==> src/hdl/uer_pkg.sv <==
// Shared types and constants for the ultrasonic echo ranger.
package uer_pkg;

    // Configuration register indexes.
    localparam int               CFG_IDX_W     = 3;
    localparam logic [CFG_IDX_W-1:0] REG_ENABLE    = 3'd0;
    localparam logic [CFG_IDX_W-1:0] REG_TPS       = 3'd1;
    localparam logic [CFG_IDX_W-1:0] REG_TRIG      = 3'd2;
    localparam logic [CFG_IDX_W-1:0] REG_PERIOD    = 3'd3;
    localparam logic [CFG_IDX_W-1:0] REG_MIN_ECHO  = 3'd4;
    localparam logic [CFG_IDX_W-1:0] REG_MAX_ECHO  = 3'd5;

    localparam int REG_W   = 32;
    localparam int TPS_W   = 30;
    localparam int TRIG_W  = 16;
    localparam int DIST_W  = 10;

    // Distance conversion: inches = width * 6750 / ticks_per_second.
    localparam int                  SCALE_BITS = 13;
    localparam logic [SCALE_BITS-1:0] INCH_SCALE = 13'd6750;
    localparam logic [DIST_W-1:0]   DIST_SAT   = 10'd1000;

    // Quotient bits kept by the divider; a larger quotient saturates.
    localparam int DIV_STEPS = 11;
    localparam int QUO_W     = DIV_STEPS;

    // Step counter of the arithmetic sequencer.
    localparam int                STEP_W    = 4;
    localparam logic [STEP_W-1:0] MUL_LAST  = 4'(SCALE_BITS - 1);
    localparam logic [STEP_W-1:0] DIV_FIRST = 4'(DIV_STEPS);

    localparam int QUEUE_DEPTH = 4;

    typedef enum logic [1:0] {
        K_TICK,
        K_OOR,
        K_MEAS,
        K_REPORT
    } t_kind;

    typedef struct packed {
        t_kind kind;
        logic  trig;
    } t_tag;

    typedef struct packed {
        logic              enable;
        logic [TPS_W-1:0]  tps;
        logic [TRIG_W-1:0] trig_ticks;
        logic [REG_W-1:0]  period;
        logic [REG_W-1:0]  min_echo;
        logic [REG_W-1:0]  max_echo;
    } t_cfg;

    typedef enum logic [1:0] {
        BK_IDLE,
        BK_MUL,
        BK_DIV,
        BK_OUT
    } t_back_state;

endpackage

==> src/hdl/uer_front.sv <==
// Front end: tick timing, trigger generation and echo width classification.
module uer_front import uer_pkg::*; #(
    parameter int COUNT_WIDTH = 32
) (
    input  logic                   i_clk,
    input  logic                   i_rst_n,
    input  t_cfg                   i_cfg,
    input  logic                   i_valid,
    output logic                   o_ready,
    input  logic                   i_mode,
    input  logic                   i_echo,
    input  logic                   i_full,
    output logic                   o_push,
    output t_tag                   o_tag,
    output logic [COUNT_WIDTH-1:0] o_width
);

    localparam int CW = ((COUNT_WIDTH > REG_W) ? COUNT_WIDTH : REG_W) + 1;

    logic                   r_prev, n_prev;
    logic [COUNT_WIDTH-1:0] r_ewc, n_ewc;
    logic [COUNT_WIDTH-1:0] r_pc, n_pc;
    logic [COUNT_WIDTH:0]   pc_inc;
    logic                   trig_now;
    logic                   out_of_bounds;

    assign o_ready = !i_full;
    assign o_push  = i_valid && !i_full;
    assign o_width = r_ewc;

    assign trig_now      = CW'(r_pc) < CW'(i_cfg.trig_ticks);
    assign pc_inc        = {1'b0, r_pc} + 1'b1;
    assign out_of_bounds = (CW'(r_ewc) < CW'(i_cfg.min_echo)) ||
                           (CW'(r_ewc) > CW'(i_cfg.max_echo));

    always_comb begin
        n_prev     = r_prev;
        n_ewc      = r_ewc;
        n_pc       = r_pc;
        o_tag.kind = K_TICK;
        o_tag.trig = 1'b0;
        if (i_mode) begin
            o_tag.kind = K_REPORT;
            o_tag.trig = i_cfg.enable && trig_now;
        end else if (!i_cfg.enable) begin
            n_prev = 1'b0;
            n_ewc  = '0;
            n_pc   = '0;
        end else begin
            o_tag.trig = trig_now;
            if (pc_inc[COUNT_WIDTH] || (CW'(pc_inc) >= CW'(i_cfg.period))) begin
                n_pc = '0;
            end else begin
                n_pc = pc_inc[COUNT_WIDTH-1:0];
            end
            if (i_echo) begin
                if (!r_prev) begin
                    n_ewc = COUNT_WIDTH'(1);
                end else if (r_ewc != '1) begin
                    n_ewc = r_ewc + 1'b1;
                end
            end else if (r_prev) begin
                o_tag.kind = out_of_bounds ? K_OOR : K_MEAS;
                n_ewc      = '0;
            end
            n_prev = i_echo;
        end
    end

    always_ff @(posedge i_clk) begin
        if (!i_rst_n) begin
            r_prev <= 1'b0;
            r_ewc  <= '0;
            r_pc   <= '0;
        end else if (o_push) begin
            r_prev <= n_prev;
            r_ewc  <= n_ewc;
            r_pc   <= n_pc;
        end
    end

endmodule

==> src/hdl/uer_queue.sv <==
// Small first-in first-out queue between the front and back ends.
module uer_queue import uer_pkg::*; #(
    parameter int DATA_W = 8
) (
    input  logic              i_clk,
    input  logic              i_rst_n,
    input  logic              i_push,
    input  logic [DATA_W-1:0] i_data,
    output logic              o_full,
    output logic              o_valid,
    output logic [DATA_W-1:0] o_data,
    input  logic              i_pop
);

    localparam int PTR_W = $clog2(QUEUE_DEPTH);
    localparam int CNT_W = $clog2(QUEUE_DEPTH + 1);

    logic [DATA_W-1:0] r_mem [QUEUE_DEPTH];
    logic [PTR_W-1:0]  r_wr;
    logic [PTR_W-1:0]  r_rd;
    logic [CNT_W-1:0]  r_cnt, n_cnt;

    assign o_full  = (r_cnt == CNT_W'(QUEUE_DEPTH));
    assign o_valid = (r_cnt != '0);
    assign o_data  = r_mem[r_rd];

    always_comb begin
        n_cnt = r_cnt;
        if (i_push && !i_pop) begin
            n_cnt = r_cnt + 1'b1;
        end else if (!i_push && i_pop) begin
            n_cnt = r_cnt - 1'b1;
        end
    end

    always_ff @(posedge i_clk) begin
        if (!i_rst_n) begin
            r_wr  <= '0;
            r_rd  <= '0;
            r_cnt <= '0;
        end else begin
            r_cnt <= n_cnt;
            if (i_push) begin
                r_wr <= r_wr + 1'b1;
            end
            if (i_pop) begin
                r_rd <= r_rd + 1'b1;
            end
        end
    end

    always_ff @(posedge i_clk) begin
        if (i_push) begin
            r_mem[r_wr] <= i_data;
        end
    end

endmodule

==> src/hdl/uer_back.sv <==
// Back end: distance conversion, running minimum and maximum, result register.
module uer_back import uer_pkg::*; #(
    parameter int COUNT_WIDTH = 32
) (
    input  logic                   i_clk,
    input  logic                   i_rst_n,
    input  t_cfg                   i_cfg,
    input  logic                   i_q_valid,
    input  t_tag                   i_q_tag,
    input  logic [COUNT_WIDTH-1:0] i_q_width,
    output logic                   o_q_pop,
    output logic                   o_out_valid,
    input  logic                   i_out_ready,
    output logic                   o_trigger_level,
    output logic                   o_measurement_done,
    output logic                   o_out_of_range,
    output logic [DIST_W-1:0]      o_distance_inches,
    output logic [DIST_W-1:0]      o_min_inches,
    output logic [DIST_W-1:0]      o_max_inches
);

    localparam int PROD_W = COUNT_WIDTH + SCALE_BITS;
    localparam int DVS_W  = TPS_W + DIV_STEPS;
    localparam int DW     = (PROD_W > DVS_W) ? PROD_W : DVS_W;

    t_back_state r_state, n_state;

    logic                   r_out_valid;
    logic [DIST_W-1:0]      r_min, r_max;
    logic                   r_trig;
    logic [COUNT_WIDTH-1:0] r_w;
    logic [DW-1:0]          r_acc;
    logic [DW-1:0]          r_dvs;
    logic [STEP_W-1:0]      r_step;
    logic [QUO_W-1:0]       r_quo;
    logic                   r_sat;

    logic                   slot_free;
    logic                   pop;
    logic                   load_meas;
    logic                   load_direct;
    logic                   ge;
    logic                   sat_now;
    logic [DIST_W-1:0]      meas_inches;
    logic [DIST_W-1:0]      new_min, new_max;

    assign slot_free   = !r_out_valid || i_out_ready;
    assign ge          = (r_acc >= r_dvs);
    assign sat_now     = (r_step == DIV_FIRST) && ge;
    assign meas_inches = (r_sat || (r_quo > QUO_W'(DIST_SAT))) ? DIST_SAT
                                                                : r_quo[DIST_W-1:0];
    assign new_min     = (meas_inches < r_min) ? meas_inches : r_min;
    assign new_max     = (meas_inches > r_max) ? meas_inches : r_max;

    // Next-state logic.
    always_comb begin
        n_state = r_state;
        case (r_state)
            BK_IDLE: begin
                if (i_q_valid && (i_q_tag.kind == K_MEAS)) begin
                    n_state = BK_MUL;
                end
            end
            BK_MUL: begin
                if (r_step == '0) begin
                    n_state = BK_DIV;
                end
            end
            BK_DIV: begin
                if (sat_now || (r_step == '0)) begin
                    n_state = BK_OUT;
                end
            end
            BK_OUT: begin
                if (slot_free) begin
                    n_state = BK_IDLE;
                end
            end
            default: n_state = BK_IDLE;
        endcase
    end

    // Output decode.
    always_comb begin
        pop         = 1'b0;
        load_direct = 1'b0;
        load_meas   = 1'b0;
        case (r_state)
            BK_IDLE: begin
                if (i_q_valid && (i_q_tag.kind == K_MEAS)) begin
                    pop = 1'b1;
                end else if (i_q_valid && slot_free) begin
                    pop         = 1'b1;
                    load_direct = 1'b1;
                end
            end
            BK_OUT: begin
                load_meas = slot_free;
            end
            default: begin
                pop = 1'b0;
            end
        endcase
    end

    assign o_q_pop     = pop;
    assign o_out_valid = r_out_valid;

    always_ff @(posedge i_clk) begin
        if (!i_rst_n) begin
            r_state     <= BK_IDLE;
            r_out_valid <= 1'b0;
            r_min       <= DIST_SAT;
            r_max       <= '0;
        end else begin
            r_state <= n_state;
            if (load_direct || load_meas) begin
                r_out_valid <= 1'b1;
            end else if (i_out_ready) begin
                r_out_valid <= 1'b0;
            end
            if (load_direct && (i_q_tag.kind == K_REPORT)) begin
                r_min <= DIST_SAT;
                r_max <= '0;
            end else if (load_meas) begin
                r_min <= new_min;
                r_max <= new_max;
            end
        end
    end

    // Result register.
    always_ff @(posedge i_clk) begin
        if (load_direct) begin
            o_trigger_level    <= i_q_tag.trig;
            o_measurement_done <= (i_q_tag.kind == K_OOR);
            o_out_of_range     <= (i_q_tag.kind == K_OOR);
            o_distance_inches  <= '0;
            o_min_inches       <= r_min;
            o_max_inches       <= r_max;
        end else if (load_meas) begin
            o_trigger_level    <= r_trig;
            o_measurement_done <= 1'b1;
            o_out_of_range     <= 1'b0;
            o_distance_inches  <= meas_inches;
            o_min_inches       <= new_min;
            o_max_inches       <= new_max;
        end
    end

    // Shift-and-add multiply by the scale, then restoring division by the tick rate.
    always_ff @(posedge i_clk) begin
        case (r_state)
            BK_IDLE: begin
                if (pop && (i_q_tag.kind == K_MEAS)) begin
                    r_w    <= i_q_width;
                    r_trig <= i_q_tag.trig;
                    r_acc  <= '0;
                    r_step <= MUL_LAST;
                    r_sat  <= 1'b0;
                    r_quo  <= '0;
                end
            end
            BK_MUL: begin
                r_acc <= (r_acc << 1) + (INCH_SCALE[r_step] ? DW'(r_w) : '0);
                if (r_step == '0) begin
                    r_dvs  <= DW'({i_cfg.tps, {DIV_STEPS{1'b0}}});
                    r_step <= DIV_FIRST;
                end else begin
                    r_step <= r_step - 1'b1;
                end
            end
            BK_DIV: begin
                if (r_step == DIV_FIRST) begin
                    r_sat <= ge;
                end else if (ge) begin
                    r_acc <= r_acc - r_dvs;
                end
                r_quo  <= {r_quo[QUO_W-2:0], ge && (r_step != DIV_FIRST)};
                r_dvs  <= r_dvs >> 1;
                r_step <= r_step - 1'b1;
            end
            default: begin
                r_step <= r_step;
            end
        endcase
    end

endmodule

==> src/hdl/ultrasonic_echo_ranger_top.sv <==
// Top level of the ultrasonic echo ranger: configuration registers and block wiring.
//
// Each input transfer is one sensor tick (mode 0, with the sampled echo pin) or a
// report request (mode 1), and each one yields exactly one result transfer, in order.
// While enabled, the trigger output is high for trigger_ticks ticks at the start of
// every period_ticks ticks. The echo pulse width is counted; on its falling edge the
// width is checked against [min_echo_ticks, max_echo_ticks] and, when inside, turned
// into floor(width * 6750 / ticks_per_second) inches, saturated at 1000, which also
// updates the running minimum and maximum. A report returns the minimum and maximum
// and clears them to 1000 and 0. The front end takes one transfer per clock while the
// queue is not full and keeps all tick timing; a four-entry queue hands each classified
// item to the back end. Ticks, reports and out-of-range echoes go straight from the
// queue into the result register. A measurement inside the bounds occupies the back
// end: it is taken from the queue, multiplied by 6750 with shift-and-add over the 13
// scale bits, divided by the tick rate with restoring division (a saturation check,
// then one quotient bit per cycle) and loaded once the result slot is free. Ticks
// behind it fill the queue up to four items; then input ready drops until it pops again.
// Configuration writes take effect at once and must only be made while no result is
// outstanding; the configuration port is always ready. A write to an unused index is
// accepted and ignored.
module ultrasonic_echo_ranger_top import uer_pkg::*; #(
    parameter int COUNT_WIDTH = 32
) (
    input  logic                 i_clk,
    input  logic                 i_rst_n,
    // Configuration write channel.
    input  logic                 i_cfg_valid,
    output logic                 o_cfg_ready,
    input  logic [CFG_IDX_W-1:0] i_cfg_index,
    input  logic [REG_W-1:0]     i_cfg_data,
    // Input item channel.
    input  logic                 i_in_valid,
    output logic                 o_in_ready,
    input  logic                 i_mode,
    input  logic                 i_echo_level,
    // Result channel.
    output logic                 o_out_valid,
    input  logic                 i_out_ready,
    output logic                 o_trigger_level,
    output logic                 o_measurement_done,
    output logic                 o_out_of_range,
    output logic [DIST_W-1:0]    o_distance_inches,
    output logic [DIST_W-1:0]    o_min_inches,
    output logic [DIST_W-1:0]    o_max_inches
);

    localparam int Q_W = $bits(t_tag) + COUNT_WIDTH;

    t_cfg                   r_cfg;
    logic                   q_push;
    logic                   q_full;
    logic                   q_valid;
    logic                   q_pop;
    t_tag                   f_tag;
    logic [COUNT_WIDTH-1:0] f_width;
    logic [Q_W-1:0]         q_data;
    t_tag                   q_tag;
    logic [COUNT_WIDTH-1:0] q_width;

    // The register file never stalls a write.
    assign o_cfg_ready = 1'b1;

    always_ff @(posedge i_clk) begin
        if (!i_rst_n) begin
            r_cfg.enable     <= 1'b0;
            r_cfg.tps        <= 30'd1000000;
            r_cfg.trig_ticks <= 16'd10;
            r_cfg.period     <= 32'd100000;
            r_cfg.min_echo   <= 32'd100;
            r_cfg.max_echo   <= 32'd18001;
        end else if (i_cfg_valid && o_cfg_ready) begin
            case (i_cfg_index)
                REG_ENABLE:   r_cfg.enable     <= i_cfg_data[0];
                REG_TPS:      r_cfg.tps        <= i_cfg_data[TPS_W-1:0];
                REG_TRIG:     r_cfg.trig_ticks <= i_cfg_data[TRIG_W-1:0];
                REG_PERIOD:   r_cfg.period     <= i_cfg_data;
                REG_MIN_ECHO: r_cfg.min_echo   <= i_cfg_data;
                REG_MAX_ECHO: r_cfg.max_echo   <= i_cfg_data;
                default:      r_cfg            <= r_cfg;
            endcase
        end
    end

    uer_front #(
        .COUNT_WIDTH (COUNT_WIDTH)
    ) u_front (
        .i_clk   (i_clk),
        .i_rst_n (i_rst_n),
        .i_cfg   (r_cfg),
        .i_valid (i_in_valid),
        .o_ready (o_in_ready),
        .i_mode  (i_mode),
        .i_echo  (i_echo_level),
        .i_full  (q_full),
        .o_push  (q_push),
        .o_tag   (f_tag),
        .o_width (f_width)
    );

    uer_queue #(
        .DATA_W (Q_W)
    ) u_queue (
        .i_clk   (i_clk),
        .i_rst_n (i_rst_n),
        .i_push  (q_push),
        .i_data  ({f_tag, f_width}),
        .o_full  (q_full),
        .o_valid (q_valid),
        .o_data  (q_data),
        .i_pop   (q_pop)
    );

    // Unpack the queue head into its tag and echo width.
    assign q_tag   = t_tag'(q_data[Q_W-1:COUNT_WIDTH]);
    assign q_width = q_data[COUNT_WIDTH-1:0];

    uer_back #(
        .COUNT_WIDTH (COUNT_WIDTH)
    ) u_back (
        .i_clk              (i_clk),
        .i_rst_n            (i_rst_n),
        .i_cfg              (r_cfg),
        .i_q_valid          (q_valid),
        .i_q_tag            (q_tag),
        .i_q_width          (q_width),
        .o_q_pop            (q_pop),
        .o_out_valid        (o_out_valid),
        .i_out_ready        (i_out_ready),
        .o_trigger_level    (o_trigger_level),
        .o_measurement_done (o_measurement_done),
        .o_out_of_range     (o_out_of_range),
        .o_distance_inches  (o_distance_inches),
        .o_min_inches       (o_min_inches),
        .o_max_inches       (o_max_inches)
    );

    // An out-of-range result always ends a measurement and carries no distance.
    a_oor_implies_done: assert property (@(posedge i_clk) disable iff (!i_rst_n)
        o_out_valid && o_out_of_range |-> o_measurement_done && (o_distance_inches == '0))
        else $error("out-of-range result without measurement_done or with a distance");

    // A valid measurement lies within the running minimum and maximum it updated.
    a_dist_in_bounds: assert property (@(posedge i_clk) disable iff (!i_rst_n)
        o_out_valid && o_measurement_done && !o_out_of_range |->
            (o_min_inches <= o_distance_inches) &&
            (o_distance_inches <= o_max_inches) &&
            (o_distance_inches <= DIST_SAT))
        else $error("measured distance outside running min/max or above saturation");

    // The queue is never popped while empty.
    a_no_empty_pop: assert property (@(posedge i_clk) disable iff (!i_rst_n)
        q_pop |-> q_valid)
        else $error("back end popped an empty queue");

endmodule
==> config.mk <==
export PLATFORM = sky130hd
export DESIGN_NAME = ultrasonic_echo_ranger_top
export DESIGN_NICKNAME = d
export VERILOG_FILES = /design/src/hdl/uer_pkg.sv /design/src/hdl/uer_front.sv /design/src/hdl/uer_queue.sv /design/src/hdl/uer_back.sv /design/src/hdl/ultrasonic_echo_ranger_top.sv
export SDC_FILE = /design/constraint.sdc
export NUM_CORES = 1
export LEC_CHECK = 0
export ABC_AREA = 1
export CAP_MARGIN = 25
export CORE_MARGIN = 3
export CORE_UTILIZATION = 41
export DETAILED_ROUTE_END_ITERATION = 8
export DONT_BUFFER_PORTS = 1
export PLACE_DENSITY = 0.64
export REMOVE_ABC_BUFFERS = 1
export SETUP_SLACK_MARGIN = 0.05
export SYNTH_ARGS = -nofsm -noshare
export SYNTH_HDL_FRONTEND = slang
export SYNTH_SLANG_ARGS = --single-unit
==> constraint.sdc <==
create_clock -name i_clk -period 5.2 [get_ports i_clk]
set_input_delay 0.52 -clock i_clk [delete_from_list [all_inputs] [get_ports i_clk]]
set_output_delay 0.52 -clock i_clk [all_outputs]
set_load 0.005 [all_outputs]
==> metrics.txt <==
# TYPE chip_impl_metric gauge
chip_impl_metric{name="ant_nets",unit=""} 0
chip_impl_info{name="synthFlopType",value="edfxtp_1"} 1
chip_impl_metric{name="power.internal",unit="mW"} 10.56
chip_impl_metric{name="num_rows",unit=""} 102
chip_impl_metric{name="max-slew-margin-rel",unit="%"} 33.21
chip_impl_metric{name="clock_insertion_delay_worst_skew",unit="ns"} 0.66
chip_impl_info{name="cts_root_buf",value="clkbuf_16"} 1
chip_impl_metric{name="clk_transition_reported_paths",unit="ns"} 0.06
chip_impl_metric{name="dp_hpwl",unit="µm"} 73870
chip_impl_metric{name="finalSetupViolCount",unit=""} 0
chip_impl_metric{name="cp.required",unit="ns"} 5.54
chip_impl_metric{name="netlist-cell-type-count",unit=""} 51
chip_impl_metric{name="firstDrtPassIters",unit=""} 6
chip_impl_metric{name="hold_violations",unit=""} 0
chip_impl_metric{name="coreArea",unit="µm²"} 77590
chip_impl_metric{name="global_route_wire_length_before_repair",unit="µm"} 152100
chip_impl_metric{name="dieHeight",unit="µm"} 286.1
chip_impl_metric{name="cts_made_buffers",unit=""} 60
chip_impl_metric{name="fin_total_pwr",unit="mW"} 18.47
chip_impl_info{name="worst_path_dominant_cell_family",value="simple AND/OR/NAND/NOR gates"} 1
chip_impl_metric{name="antenna_cell_count",unit=""} 0
chip_impl_metric{name="place.gp.congestion",unit=""} 0.9918
chip_impl_metric{name="power_density",unit="nW/µm²"} 519.4
chip_impl_metric{name="post_synthesis_sequential_element_count",unit=""} 549
chip_impl_metric{name="pins_over_their_slew_limit",unit=""} 0
chip_impl_metric{name="layout.nets",unit=""} 4435
chip_impl_metric{name="place_area",unit="µm²"} 33170
chip_impl_metric{name="worstMarginPinSlew",unit="ns"} 0.9994
chip_impl_metric{name="synth-edff-count",unit=""} 298
chip_impl_metric{name="first_global_vias",unit=""} 26110
chip_impl_info{name="worstSetupStartpointType",value="flop"} 1
chip_impl_info{name="cts_tree",value="done"} 1
chip_impl_info{name="yosys-top-cells-area",value="edfxtp_1, dfxtp_1, nand2_1"} 1
chip_impl_metric{name="period_share",unit="%"} 69.76
chip_impl_metric{name="p_seq_share",unit="%"} 33.2
chip_impl_metric{name="total_leakage_power",unit="nW"} 15.00
chip_impl_metric{name="largest_net_degree_at_the_start_of_global_routing",unit=""} 149
chip_impl_metric{name="grt_remaining_overflow",unit=""} 0
chip_impl_metric{name="arrival",unit="ns"} 3.97
chip_impl_info{name="worstHoldStart",value="i_rst_n"} 1
chip_impl_metric{name="global_route.usage.total",unit="%"} 23.66
chip_impl_info{name="run_status",value="finished clean"} 1
chip_impl_metric{name="synth_seq_area_share",unit="%"} 43.44
chip_impl_info{name="min_path_type",value="in -> reg"} 1
chip_impl_metric{name="die_w",unit="µm"} 286.1
chip_impl_metric{name="max_ir_drop_vdd",unit="µV"} 355.3
chip_impl_metric{name="cell_depth_of_the_worst_flop_to_flop_path",unit=""} 17
chip_impl_metric{name="switching_power",unit="mW"} 7.905
chip_impl_info{name="timing.critical_path.slowest_stage_cell",value="dfxtp_1"} 1
chip_impl_metric{name="synth_cells",unit=""} 4198
chip_impl_metric{name="cts_setup_buffers",unit=""} 0
chip_impl_info{name="yosysTopAreaCell",value="edfxtp_1"} 1
chip_impl_metric{name="period_minus_slack",unit="ns"} 3.628
chip_impl_metric{name="detailroute.wirelength.met3",unit="µm"} 7156
chip_impl_metric{name="layout-drive-gt1-share",unit="%"} 4.898
chip_impl_metric{name="count_of_yosys_warnings_during_synthesis",unit=""} 0
chip_impl_metric{name="antenna_found_initial",unit=""} 5
chip_impl_metric{name="fin_area",unit="µm²"} 35550
chip_impl_metric{name="drv_cap",unit=""} 0
chip_impl_metric{name="clk_path_buf_depth",unit=""} 3
chip_impl_metric{name="starting_density",unit="%"} 41.45
chip_impl_metric{name="num_vias",unit=""} 28030
chip_impl_metric{name="post_synthesis_mean_instance_area",unit="µm²"} 7.662
chip_impl_metric{name="floorplan.io_pins",unit=""} 78
chip_impl_metric{name="cts-htree-levels",unit=""} 2
chip_impl_metric{name="final_util",unit="%"} 45.82
chip_impl_metric{name="fin_skew",unit="ns"} 0.03697
chip_impl_info{name="worst_setup_path_end_kind",value="flop"} 1
chip_impl_info{name="grt_setup_unrepaired",value="false"} 1
chip_impl_metric{name="area_delta_synth_final",unit="%"} 10.53
chip_impl_metric{name="hold_ws",unit="ns"} 0.02527
chip_impl_info{name="r2r_end",value="u_back.r_acc[37]$_DFFE_PP_"} 1
chip_impl_metric{name="critical_path_buf_inv_count",unit=""} 3
chip_impl_metric{name="port_buffers",unit=""} 0
chip_impl_metric{name="total_negative_slack",unit="ns"} 0
chip_impl_metric{name="synthArstFlopShare",unit="%"} 0
chip_impl_metric{name="tritoncts_num_sinks",unit=""} 549
chip_impl_metric{name="netlist_area",unit="µm²"} 32160
chip_impl_metric{name="share_comb_of_total_power",unit="%"} 41.7
chip_impl_metric{name="detail_route.wl_per_cell",unit="µm"} 18.80
chip_impl_info{name="worstPathCellList",value="nand2_1 > inv_1 > ha_1 > inv_1 > fa_1 > inv_1 > nand3_1 > nand2_1 > nand2_1 > nand2_1 > nand2_1 > nand2_1 > nand2_1 > nand2_1 > nand3_1 > nand3_1 > a21oi_1"} 1
chip_impl_metric{name="m1WireLength",unit="µm"} 43820
chip_impl_metric{name="timing.hold.worst_path_depth",unit=""} 2
chip_impl_metric{name="cts_resized",unit=""} 0
chip_impl_metric{name="sw_frac_of_total",unit="%"} 42.80
chip_impl_metric{name="worst_case_register_to_register_setup_slack",unit="ns"} 1.57
chip_impl_metric{name="post-route-drc-count",unit=""} 0
chip_impl_metric{name="floorplan.die_area",unit="µm²"} 81850
chip_impl_info{name="endpoint_worst_hold",value="u_front.o_width[0]$_SDFFE_PN0P_"} 1
chip_impl_info{name="ws_path_type",value="reg -> reg"} 1
chip_impl_info{name="critPathMostFrequentCell",value="nand2_1"} 1
chip_impl_metric{name="worstPathMaxFanout",unit=""} 22
chip_impl_metric{name="detailedRoute.firstIterationViolations",unit=""} 2667
chip_impl_metric{name="max_stage_delay",unit="ns"} 0.79
chip_impl_metric{name="routed_wl",unit="µm"} 99000
chip_impl_info{name="routed.top_layer",value="met5"} 1
chip_impl_metric{name="power.clock.fraction",unit="%"} 25.1
chip_impl_metric{name="clock.fmax",unit="MHz"} 275.7
chip_impl_metric{name="via_per_inst",unit=""} 5.322
chip_impl_metric{name="synth_top_area_share",unit="%"} 27.82
chip_impl_metric{name="met2WireLength",unit="µm"} 44730
==> registers in the layout, indices dropped and copies added (netlist names), 2 cells and up, named ones only <==
name / count
u_queue.r_wr: 2
u_front.o_width: 32
u_back.r_quo: 11
u_back.r_dvs: 41
u_queue.r_cnt: 3
u_back.o_min_inches: 10
u_back.o_distance_inches: 10
u_back.r_state: 2
u_back.o_max_inches: 10
u_back.r_step: 4
u_back.r_min: 10
u_front.r_pc: 32
r_cfg: 143
u_queue.r_rd: 2
u_back.r_acc: 45
u_back.r_w: 32
u_queue.r_mem: 140
u_back.r_max: 10
==> power by group through the flow <==
| stage | Sequential (mW) | Combinational, mW | Clock (mW) |
|---|---|---|---|
| floorplan | 6.11 | 5.07 | 0 |
| global placement | 6.20 | 7.49 | 0 |
| detailed placement | 6.22 | 7.54 | 0 |
| CTS | 6.13 | 7.59 | 4.72 |
| global route | 6.20 | 8.56 | 4.88 |
| finish | 6.13 | 7.70 | 4.64 |
==> through the flow <==
stage,setup slack [ns],cells
3_5_place_dp,1.578,5130
4_1_cts,1.547,5266
2_1_floorplan,-1.008,4060
3_3_place_gp,1.648,5129
6_report,1.572,5266
5_1_grt,1.191,5266
==> kinds of logic (layout without fill, tap and decap cells) <==
group                      Yosys count  in the layout  synth area share (%)
xor gates and xnor gates            49             49                 1.334
and+or+nand+nor                   1731           1731                 22.73
AOI/OAI and AO/OA                  911            911                 15.05
other                                1              1               0.01166
adders and majority gates          219            219                 8.589
DFF                                549            549                 43.44
buffers and inverters              738            766                 8.842
==> how the worst max path moves through the flow <==
stage                                               from                               to  slack [ns]  cells past startpoint
after global placement                              flop  u_back.o_out_valid$_SDFFE_PN0P_        1.65                     13
final                                               flop       u_back.r_acc[37]$_DFFE_PP_        1.57                     17
after floorplan           u_back.r_state[0]$_SDFFE_PN0P_    u_back.r_dvs[0]$_SDFFCE_PN0P_       -1.01                      4
after detailed placement                            flop  u_back.o_out_valid$_SDFFE_PN0P_        1.58                     13
after CTS                                           flop  u_back.o_out_valid$_SDFFE_PN0P_        1.55                     13
after global routing        u_front.r_pc[2]$_SDFFE_PN0P_     u_front.r_pc[3]$_SDFFE_PN0P_        1.19                     18
==> synthesized netlist by cell type, types with 2 or more instances <==
cell type,n
or2_2,19
clkinv_1,3
a21oi_2,10
a211oi_1,5
clkbuf_1,108
a31oi_1,3
nand3_1,209
o22ai_1,34
o21ai_1,11
a21o_1,9
o211ai_1,23
a21oi_1,412
nand2_2,14
nor3_1,73
nand3b_1,14
nor2_4,2
nand2_1,896
buf_6,3
nor2_2,6
xor2_1,29
fa_1,3
nand4_1,89
o21a_1,7
o21bai_1,18
a21boi_0,4
ha_1,216
xnor2_1,20
dfxtp_1,251
nor2_1,389
buf_1,9
nor3b_1,4
o21ai_0,369
buf_2,11
edfxtp_1,298
nor4_1,12
nor3_2,2
inv_2,10
inv_1,586
buf_4,5
==> placed cells by master (no fill, tap or decap), types with 34 or more instances in the layout <==
cell type,n
nor2_1,384
o21ai_0,368
ha_1,215
dfxtp_1,250
nand4_1,89
clkbuf_16,60
nand2_1,895
edfxtp_1,298
o22ai_1,34
nand3_1,209
inv_1,585
a21oi_1,411
nor3_1,73
==> timing repair <==
action,in CTS,in global routing
endpoints found under the setup margin,0,0
hold endpoints to repair,26,0
hold buffers,22,0
==> area by class of cell <==
type                            count  area [µm²]
Fill cell                        7811       42040
Multi-Input combinational cell   2911       15410
Sequential cell                   549       13970
Inverter                          600        2253
Clock buffer                       71        1593
Tap cell                         1040        1301
Clock inverter                     43       569.3
Timing Repair Buffer               52       452.9
==> layer usage <==
| layer | vias up | global-route usage, % |
|---|---|---|
| met5 | - | 0 |
| met4 | 2 | 7.702 |
| met3 | 149 | 4.138 |
| met2 | 942 | 38.07 |
| met1 | 12960 | 32.33 |
| li1 | 13970 | - |
Power figures use the tool's default switching activity.
